===== src/hw/rtl/rrd_mod_unit.sv =====
`timescale 1ns / 1ps
// ----------------------------------------------------------------------------
// rrd_mod_unit
// Bit-serial restoring remainder of a 64-bit value by a 32-bit divisor.
// ----------------------------------------------------------------------------
module rrd_mod_unit (
    input  logic        clk,
    input  logic        rst_n,
    input  logic        go,
    input  logic [63:0] dividend,
    input  logic [31:0] divisor,
    output logic        done,
    output logic [31:0] rem
);
    logic [63:0] dq_reg, dq_next;
    logic [31:0] rem_reg, rem_next;
    logic [5:0]  cnt_reg, cnt_next;
    logic        run_reg, run_next;
    logic        done_reg, done_next;
    logic [31:0] dvs_reg;
    logic [32:0] trial;

    always_comb
    begin
        trial     = {rem_reg, dq_reg[63]};
        dq_next   = dq_reg;
        rem_next  = rem_reg;
        cnt_next  = cnt_reg;
        run_next  = run_reg;
        done_next = 1'b0;
        if (go)
        begin
            dq_next  = dividend;
            rem_next = 32'd0;
            cnt_next = 6'd0;
            run_next = 1'b1;
        end
        else if (run_reg)
        begin
            dq_next = {dq_reg[62:0], 1'b0};
            if (trial >= {1'b0, dvs_reg})
                rem_next = 32'(trial - {1'b0, dvs_reg});
            else
                rem_next = trial[31:0];
            cnt_next = cnt_reg + 6'd1;
            if (cnt_reg == 6'd63)
            begin
                run_next  = 1'b0;
                done_next = 1'b1;
            end
        end
    end

    always_ff @(posedge clk or negedge rst_n)
    begin
        if (!rst_n)
        begin
            run_reg  <= 1'b0;
            done_reg <= 1'b0;
            cnt_reg  <= 6'd0;
        end
        else
        begin
            run_reg  <= run_next;
            done_reg <= done_next;
            cnt_reg  <= cnt_next;
        end
    end

    always_ff @(posedge clk)
    begin
        dq_reg  <= dq_next;
        rem_reg <= rem_next;
        if (go)
            dvs_reg <= divisor;
    end

    assign done = done_reg;
    assign rem  = rem_reg;

endmodule


===== config.mk =====
export PLATFORM = sky130hd
export DESIGN_NAME = rrd_mod_unit
export DESIGN_NICKNAME = d
export VERILOG_FILES = /design/src/hw/rtl/rrd_mod_unit.sv
export SDC_FILE = /design/constraint.sdc
export NUM_CORES = 1
export LEC_CHECK = 0
export BUFFER_PORTS_ARGS = -buffer_cell sky130_fd_sc_hd__buf_4
export CORE_MARGIN = 4
export CORE_UTILIZATION = 40
export DETAILED_ROUTE_END_ITERATION = 6
export PLACE_DENSITY = 0.63
export REMOVE_ABC_BUFFERS = 1
export SYNTH_ARGS = -nofsm -noshare
export SYNTH_HDL_FRONTEND = slang
export SYNTH_SLANG_ARGS = --single-unit
export TNS_END_PERCENT = 30

===== constraint.sdc =====
create_clock -name clk -period 3.9 [get_ports clk]
set_input_delay 0.78 -clock clk [delete_from_list [all_inputs] [get_ports clk]]
set_output_delay 0.78 -clock clk [all_outputs]
set_load 0.01 [all_outputs]

==> results.ini <==
[drt]
dr.pass1.iters=4
postRouteAntennaNets=0
drc=0
dr_total_vias=5401
via_per_inst=5.25
routed_wirelength_mm=16.5
wl_per_cell_um=16.1
drtIter0Drc=307

[finish]
nets=919
antennaDiodeCount=0
regArea_um2=3720
fin_area_um2=9170
area_growth_pct=24.2
final_cells=1028
fillers=1670
largest_reg_flops=64
multi_input_area_um2=3370
final_layout_size_suffix_gt1_frac=0.310

[timing]
fin_setup_tns_ps=0
relSlewSlack=0.494
postLayoutSetupSlackWorst_ps=847
skew_ps=14.4
fmax_mhz=328
period_needed_ps=3050
max_slew.worst_pin.slew_ps=759
rsz0062_at_grt=false
hold_violations=0
final_max_slew_viol_count=0
whs_ps=160
setup_viol=0
period_share=0.783

[run_status]
status=finished clean

[power]
netSwitchingFraction=0.244
pwr-share-seq=0.464
ir_drop_uv=307
p_int_mw=2.76
p_sw_uw=890
p_comb_frac=0.099
clkPwrFrac=0.436
p_leak_nw=3.95
p_per_area_nw_per_um2=398

[global_routing]
grt_max_degree=140
grt_pass1_wl_mm=27.3
grt_usage=0.164
grt_pass1_vias=5474
antenna_found_initial=0
gr-total-overflow=0

[clock_tree]
clock_latency_ps=430
h-tree-depth=4
post_cts_resized=0
cts-root-buf=clkbuf_16
cts_buffers=17
clockBufferDepth=2
cts_setup_buffers=0
clkTransAtPathRegs_ps=70
cts_tree=done
cts_hold_buf=0
clock-sinks=136

[synthesis]
netlist_instances=664
yosys_warnings=0
yosys_most_used_dff=edfxtp_1
ys_seq_area_frac=0.505
ys_top_cells_by_area=edfxtp_1 (39%), mux2_2 (10%), dfxtp_1 (8.7%), ha_1 (5.6%), a21oi_1 (3.5%)
synth-edff-count=96
yosysTopAreaCell=edfxtp_1
ys_ff_latch=136
synth.distinct_cells=63
avgSynthCellArea_um2=11.1
ys_async_sr_fraction=0.0588
netlist.area_leader.share=0.391
synth_area_um2=7380

[setup_path]
crit_path_frequent_cell=inv_1
crit_type=reg2reg
critPathTopFamily=compound AO/OA/AOI/OAI gates
critPathArrivalTime_ps=3400
path_buf_inv=2
path_max_fanout=4
max_stage_delay_ps=400
setup.worst_path.end_class=flop
cpMaxStageDelayCell=fa_1
required_ps=4240
startpoint_type=flop
crit_path_cell_trace=inv_1, ha_1, inv_1, fa_1, a21o_1, a221oi_2, o2bb2ai_1, o21a_1, a41oi_2, mux2i_1, o21bai_1, a211oi_2

[die]
rows=49
core_area_um2=18000
io_pins=132
fp.dieArea_um2=20700
die_w_um=144
initial_utilization=0.409
die_h_um=144

[placed_design]
dp_slack_ps=884
place_congestion=0.869
io_buffers=131
dpl_cell_area_um2=8590
hpwl_mm=11.9
place.detailed.instances=996

[min_path]
hp-class=in2async

[run]
drv_cap=0

## placed cells by master (no fill, tap or decap), types with 8 or more instances in the layout
master	count
buf_4	134
edfxtp_1	96
mux2_2	66
nor2_1	63
a21oi_1	51
inv_1	42
ha_1	33
dfxtp_1	32
nand2_1	31
a211oi_1	20
xnor2_1	18
mux2i_1	17
o21ai_0	17
clkbuf_16	17
nand4_1	14
xor2_1	11
a21o_1	9
nor3_1	8
inv_6	8
## metrics by stage
stage	utilization	power [mW]
finish	0.509	3.65
global route	0.509	3.81
CTS	0.509	3.70
detailed placement	0.476	2.09
global placement	0.476	2.08
floorplan	-	1.92
## logic make-up (layout without fill, tap and decap cells)
group	count (synthesis)	count (layout)	synth area share
DFF	136	136	0.505
and+or+nand+nor	154	154	0.0980
buffers and inverters	77	212	0.0417
xor gates and xnor gates	29	29	0.0344
muxes	83	83	0.124
adders and majority gates	34	34	0.0587
AOI/OAI and AO/OA	151	151	0.139
## layer usage
metal / up-vias / track usage / share of wire
met3: 9 / 0.0772 / 0.099
met5: - / 0 / 0
li1: 2694 / - / -
met1: 2560 / 0.201 / 0.42
met2: 138 / 0.264 / 0.47
met4: 0 / 0.0416 / 0.011
## power by group through the flow
stage	clock, mW	combinational (mW)	sequential, mW
after floorplan	0	0.212	1.71
after global placement	0	0.355	1.72
after detailed placement	0	0.364	1.72
after CTS	1.64	0.366	1.70
after global routing	1.70	0.404	1.70
final	1.59	0.363	1.69
## cell type report
type | instances | share of cell area
clock inverters | 15 | 0.0167
repair buffers | 136 | 0.114
clock buffers | 17 | 0.0464
well taps | 229 | 0.0313
inverters | 44 | 0.0180
multi-input cells | 451 | 0.367
flip-flops and latches | 136 | 0.406
## final timing paths
| path | from | endpoint | slack [ps] | depth (start not counted) |
|---|---|---|---|---|
| max in group asynchronous | rst_n | run_reg$_DFF_PN0_ | 3600 | 1 |
| hold / removal | rst_n | done$_DFF_PN0_ | 160 | 1 |
| min in group clk | rem[15]$_SDFFE_PP0P_ | rem[15]$_SDFFE_PP0P_ | 520 | 2 |
| setup reg to reg | dq_reg[63]$_DFFE_PP_ | rem[30]$_SDFFE_PP0P_ | 850 | 12 |
| hold reg to reg | rem[15]$_SDFFE_PP0P_ | rem[15]$_SDFFE_PP0P_ | 520 | 2 |
| setup / recovery | dq_reg[63]$_DFFE_PP_ | rem[30]$_SDFFE_PP0P_ | 850 | 12 |
## Yosys cell counts, types with 5 or more instances
library cell  instances
dfrtp_1               8
a21o_1                9
xor2_1               11
xnor2_1              18
a211oi_2              5
nand3_1               7
nand2_1              31
o21bai_1              7
clkbuf_1             24
inv_1                43
nor3_1                8
nor2_1               63
a21oi_1              51
nand4_1              14
edfxtp_1             96
nand2b_1              5
mux2i_1              17
o21ai_0              17
buf_2                 6
a211oi_1             20
dfxtp_1              32
o21a_1                7
mux2_2               66
ha_1                 33
## worst register-to-register path, stage by stage (launching register included)
cell       delay, ps
edfxtp_1         390
inv_1             80
ha_1             160
inv_1             50
fa_1             400
a21o_1           220
a221oi_2         370
o2bb2ai_1        200
o21a_1           270
a41oi_2          330
mux2i_1          230
o21bai_1         100
a211oi_2         170
Power figures use the tool's default switching activity.
