## config.mk

```make
export PLATFORM = sky130hd
export DESIGN_NAME = rrd_cell
export DESIGN_NICKNAME = d
export VERILOG_FILES = /design/src/hw/rtl/rrd_pkg.sv /design/src/hw/rtl/rrd_cell.sv
export SDC_FILE = /design/constraint.sdc
export NUM_CORES = 1
export LEC_CHECK = 0
export ABC_AREA = 1
export BUFFER_PORTS_ARGS = -buffer_cell sky130_fd_sc_hd__buf_2
export CAP_MARGIN = 10
export CELL_PAD_IN_SITES_DETAIL_PLACEMENT = 0
export CELL_PAD_IN_SITES_GLOBAL_PLACEMENT = 1
export CORE_MARGIN = 4
export CORE_UTILIZATION = 30
export CTS_CLUSTER_SIZE = 20
export DETAILED_ROUTE_END_ITERATION = 12
export PLACE_DENSITY_LB_ADDON = 0.08
export SKIP_CTS_REPAIR_TIMING = 1
export SLEW_MARGIN = 20
export SYNTH_ARGS = -nofsm -noshare
export SYNTH_HDL_FRONTEND = slang
export SYNTH_SLANG_ARGS = --single-unit
```

## constraint.sdc

```tcl
create_clock -name clk -period 7.5 [get_ports clk]
set_input_delay 0 -clock clk [delete_from_list [all_inputs] [get_ports clk]]
set_output_delay 0 -clock clk [all_outputs]
set_load 0.02 [all_outputs]
```

## src/hw/rtl/rrd_pkg.sv

```systemverilog
`timescale 1ns / 1ps
// ----------------------------------------------------------------------------
// rrd_pkg
// Shared types and constants of the recording ring directory.
// ----------------------------------------------------------------------------
package rrd_pkg;

    localparam int DEF_MAX_ENTRIES  = 16;
    localparam int DEF_SECTOR_BYTES = 4096;
    localparam int DEF_BLOCK_BYTES  = 256;

    localparam logic [31:0] RING_BYTES_RST = 32'd25157632;
    localparam logic [31:0] MIN_FREE_RST   = 32'd486654;

    localparam logic [1:0] KIND_START = 2'd0;
    localparam logic [1:0] KIND_BLOCK = 2'd1;
    localparam logic [1:0] KIND_STOP  = 2'd2;
    localparam logic [1:0] KIND_MARK  = 2'd3;

    localparam logic [2:0] ST_OK         = 3'd0;
    localparam logic [2:0] ST_BUSY       = 3'd1;
    localparam logic [2:0] ST_LOW_SPACE  = 3'd2;
    localparam logic [2:0] ST_LIST_FULL  = 3'd3;
    localparam logic [2:0] ST_NOT_ACTIVE = 3'd4;
    localparam logic [2:0] ST_AREA_FULL  = 3'd5;
    localparam logic [2:0] ST_NO_RING    = 3'd6;

    localparam logic REG_RING_BYTES = 1'b0;
    localparam logic REG_MIN_FREE   = 1'b1;

    typedef struct packed {
        logic [1:0]  kind;
        logic        lang;
        logic [63:0] upload_mark;
    } rrd_cmd_t;

    typedef struct packed {
        logic [2:0]  status;
        logic        flush_valid;
        logic [31:0] flush_offset;
        logic [12:0] flush_len;
        logic [1:0]  erase_sectors;
        logic [31:0] pending_bytes;
        logic [4:0]  pending_count;
        logic [4:0]  entry_count;
        logic        recording;
    } rrd_result_t;

    typedef struct packed {
        logic [63:0] start;
        logic [31:0] length;
        logic        done;
        logic        lang;
    } rrd_entry_t;

    typedef struct packed {
        logic shift;
        logic load;
        logic close;
    } rrd_cell_ctl_t;

    typedef struct packed {
        logic above;
        logic done;
    } rrd_cell_flags_t;

endpackage

```

## src/hw/rtl/rrd_cell.sv

```systemverilog
`timescale 1ns / 1ps
// ----------------------------------------------------------------------------
// rrd_cell
// One directory entry; shifts in its upper neighbor's entry on compaction.
// ----------------------------------------------------------------------------
module rrd_cell (
    input  logic                    clk,
    input  rrd_pkg::rrd_cell_ctl_t  ctl,
    input  rrd_pkg::rrd_entry_t     load_data,
    input  logic [31:0]             close_len,
    input  rrd_pkg::rrd_entry_t     nb_in,
    input  logic [63:0]             uploaded_head,
    output rrd_pkg::rrd_entry_t     q,
    output rrd_pkg::rrd_cell_flags_t flags
);
    import rrd_pkg::*;

    rrd_entry_t  ent_reg;
    logic [63:0] end_pos;

    always_ff @(posedge clk)
    begin
        if (ctl.load)
        begin
            ent_reg <= load_data;
        end
        else if (ctl.close)
        begin
            ent_reg.length <= close_len;
            ent_reg.done   <= 1'b1;
        end
        else if (ctl.shift)
        begin
            ent_reg <= nb_in;
        end
    end

    assign end_pos     = ent_reg.start + {32'd0, ent_reg.length};
    assign flags.above = end_pos > uploaded_head;
    assign flags.done  = ent_reg.done;
    assign q           = ent_reg;

endmodule

```

==> results.ini <==
[critical_path]
critPathMaxFanout=4
crit_path_cell_trace=ha_1, a21oi_1, inv_1, a21oi_1, o21ai_0, a21oi_1, nand2_1, nand2_1, nand2_1, nand2_1, nand2_1, ha_1, nand2_1, nor4_1, nor3b_1, nand2_1, a21oi_1, buf_2
cp_num_buf_inv=2
path_depth=18
crit_top_cell=nand2_1
critPathSlowestCell=ha_1
start_kind=register
crit_path_end_kind=output port
arrival_ps=4120
critical-path-top-delay-family=simple AND/OR/NAND/NOR gates
crit_type=reg2out
slowest_delay_ps=430
cp.required_ps=7500

[synth]
yosysSeqAreaShare_pct=29.83
ys_warn_count=0
synth_cells=1545
synth_top_area_cell=edfxtp_1
synth_area_um2=9866
synth-seq-cells=98
synth_area_leaders=edfxtp_1 30%, nand2_1 25%, ha_1 12%, inv_1 8.7%, nand3_1 6.0%
synth_top_area_share_pct=29.83
synth_cell_types=33
syn_nets=1938
syn_area_per_cell_um2=6.386

[grt]
grt_max_degree=70
grt_usage_pct=22.83
grt_pass1_vias=10590
grt_pass1_wl_mm=62.00
use_met1_pct=31.86
grt_use_met2_pct=36.40
gr-max-usage-layer=met2
grt.met3_usage_pct=4.720
grt.overflow.total=0
grt_antenna_before_repair=1

[floorplan]
die_area_um2=35850
start_util_pct=30.40
ios=396
die_x_um=189.3
row_count=66
core_um2=32450
fp.dieH_um=189.3

[routing]
vias=11630
wl_per_cell_um=16.94
remaining_drc_errors=0
viasPerCell=4.575
first_pass_iters=5
ant_nets=0
drt-total-wl_mm=43.09
first_iter_violations=686

[clock_tree]
cts_tree=built
cts_buffers=9
clk_pin_slew_ps=70
clock_sinks=98
cts_root_buf=clkbuf_16
ctsLongestPathBuffers=2
htreeDepth=3

[finish]
drive_above_1_share_pct=20.86
final_cell_mix=667 x nand2_1, 394 x buf_2, 229 x inv_1
layout_commonest_cell=nand2_1
finalNetCount=2488
final_cell_area_um2=14310
area_growth_pct=45.00

[place]
place_area_um2=12330
io_buffers=395
dp_hpwl_mm=36.75
gp_congestion=0.8913

[timing]
tns_ps=0
fin_hold_ws_ps=-26.95
tightest_slew_ps=876.8
rsz0062_at_grt=no
finalHoldViolations=3
fmax_ghz=0.2430
finalCritPeriodShare_pct=54.88
final-setup-viol-count=0
fin_crit_ps=4116
worst_slew_margin_rel_pct=41.55
final-max-slew-violation-count=0

[flow_run]
cap_violations=0

[run_status]
run_status=finished, violations left
violations=negative hold slack

[worst_hold_path]
hold_path.class=in2reg
worstHoldPathCells=3

[pwr]
p_leak_uw=0.007950
ir_drop_mv=0.1119
p_per_area_nw_per_um2=168.8

==> tightest hold or removal path, stage by stage <==
cell and delay (ps):
buf_2 70, nand2_1 50, nand2_1 80
==> power by group <==
part / switching, uW / internal [uW] / total [uW]
combinational: 737 / 457 / 1190
clock: 223 / 232 / 454
sequential: 85.7 / 681 / 767
==> cell families (layout without fill, tap and decap cells) <==
kind of cell | count (synthesis) | count (layout) | share of synthesized area, %
AO/OA/AOI/OAI | 101 | 101 | 5.466
XOR/XNOR | 32 | 32 | 2.841
adder cells (fa/ha/maj) | 97 | 97 | 12.38
buffers and inverters | 271 | 826 | 10.41
flip-flops | 98 | 98 | 29.83
other | 0 | 1 | 0
AND/OR/NAND/NOR | 946 | 946 | 39.07
==> area by class of cell <==
type                            count  area [um^2]
Fill cell                        3518        18150
Multi-Input combinational cell   1176         5909
Timing Repair Buffer              569         3706
Sequential cell                    98         2943
Inverter                          241        904.6
Tap cell                          442        553.0
Clock buffer                        9        225.2
Clock inverter                      7        61.31
Antenna cell                        1        2.502
==> sequential cells by signal, summed over array words and instances (netlist names) <==
signal,count
q,97
flags,1
==> synthesized netlist by cell type (all sizes together) <==
cell type  instances
nand3            119
a21o               2
inv              241
fa                 1
nor2             103
buf               11
xnor2              2
o21a               5
clkbuf            19
a21oi             65
or2                4
o21bai             5
o21ai             24
nor3b              1
ha                96
xor2              30
nor3              19
nand3b             2
nand2            667
nor4               4
and3b              1
edfxtp            98
nand4             25
and3               1
==> metal layers <==
layer / routed length (um) / up-vias
met4: 861 / 0
li1: - / 6001
met5: 0 / -
met3: 2675 / 48
met1: 19960 / 5193
met2: 19600 / 391
==> through the flow <==
step | utilization [%] | power, uW | setup slack (ps) | cells | hold WS [ps]
after floorplan | - | 1445 | 1949 | 1545 | 178.6
after global placement | 38.01 | 1888 | 3817 | 2358 | 264.9
after detailed placement | 38.01 | 1893 | 3811 | 2358 | 267.0
after CTS | 38.89 | 2355 | 3404 | 2374 | -121.0
after global routing | 44.08 | 2611 | 3074 | 2543 | 4.051
final | 44.08 | 2415 | 3384 | 2543 | -26.95
==> worst paths after layout <==
check,slack [ps],end,start
setup / recovery,3380,flags[1],q[32]
hold / removal,-30,q[53],load_data[53]
No activity file was read; power rests on OpenSTA's default activity.
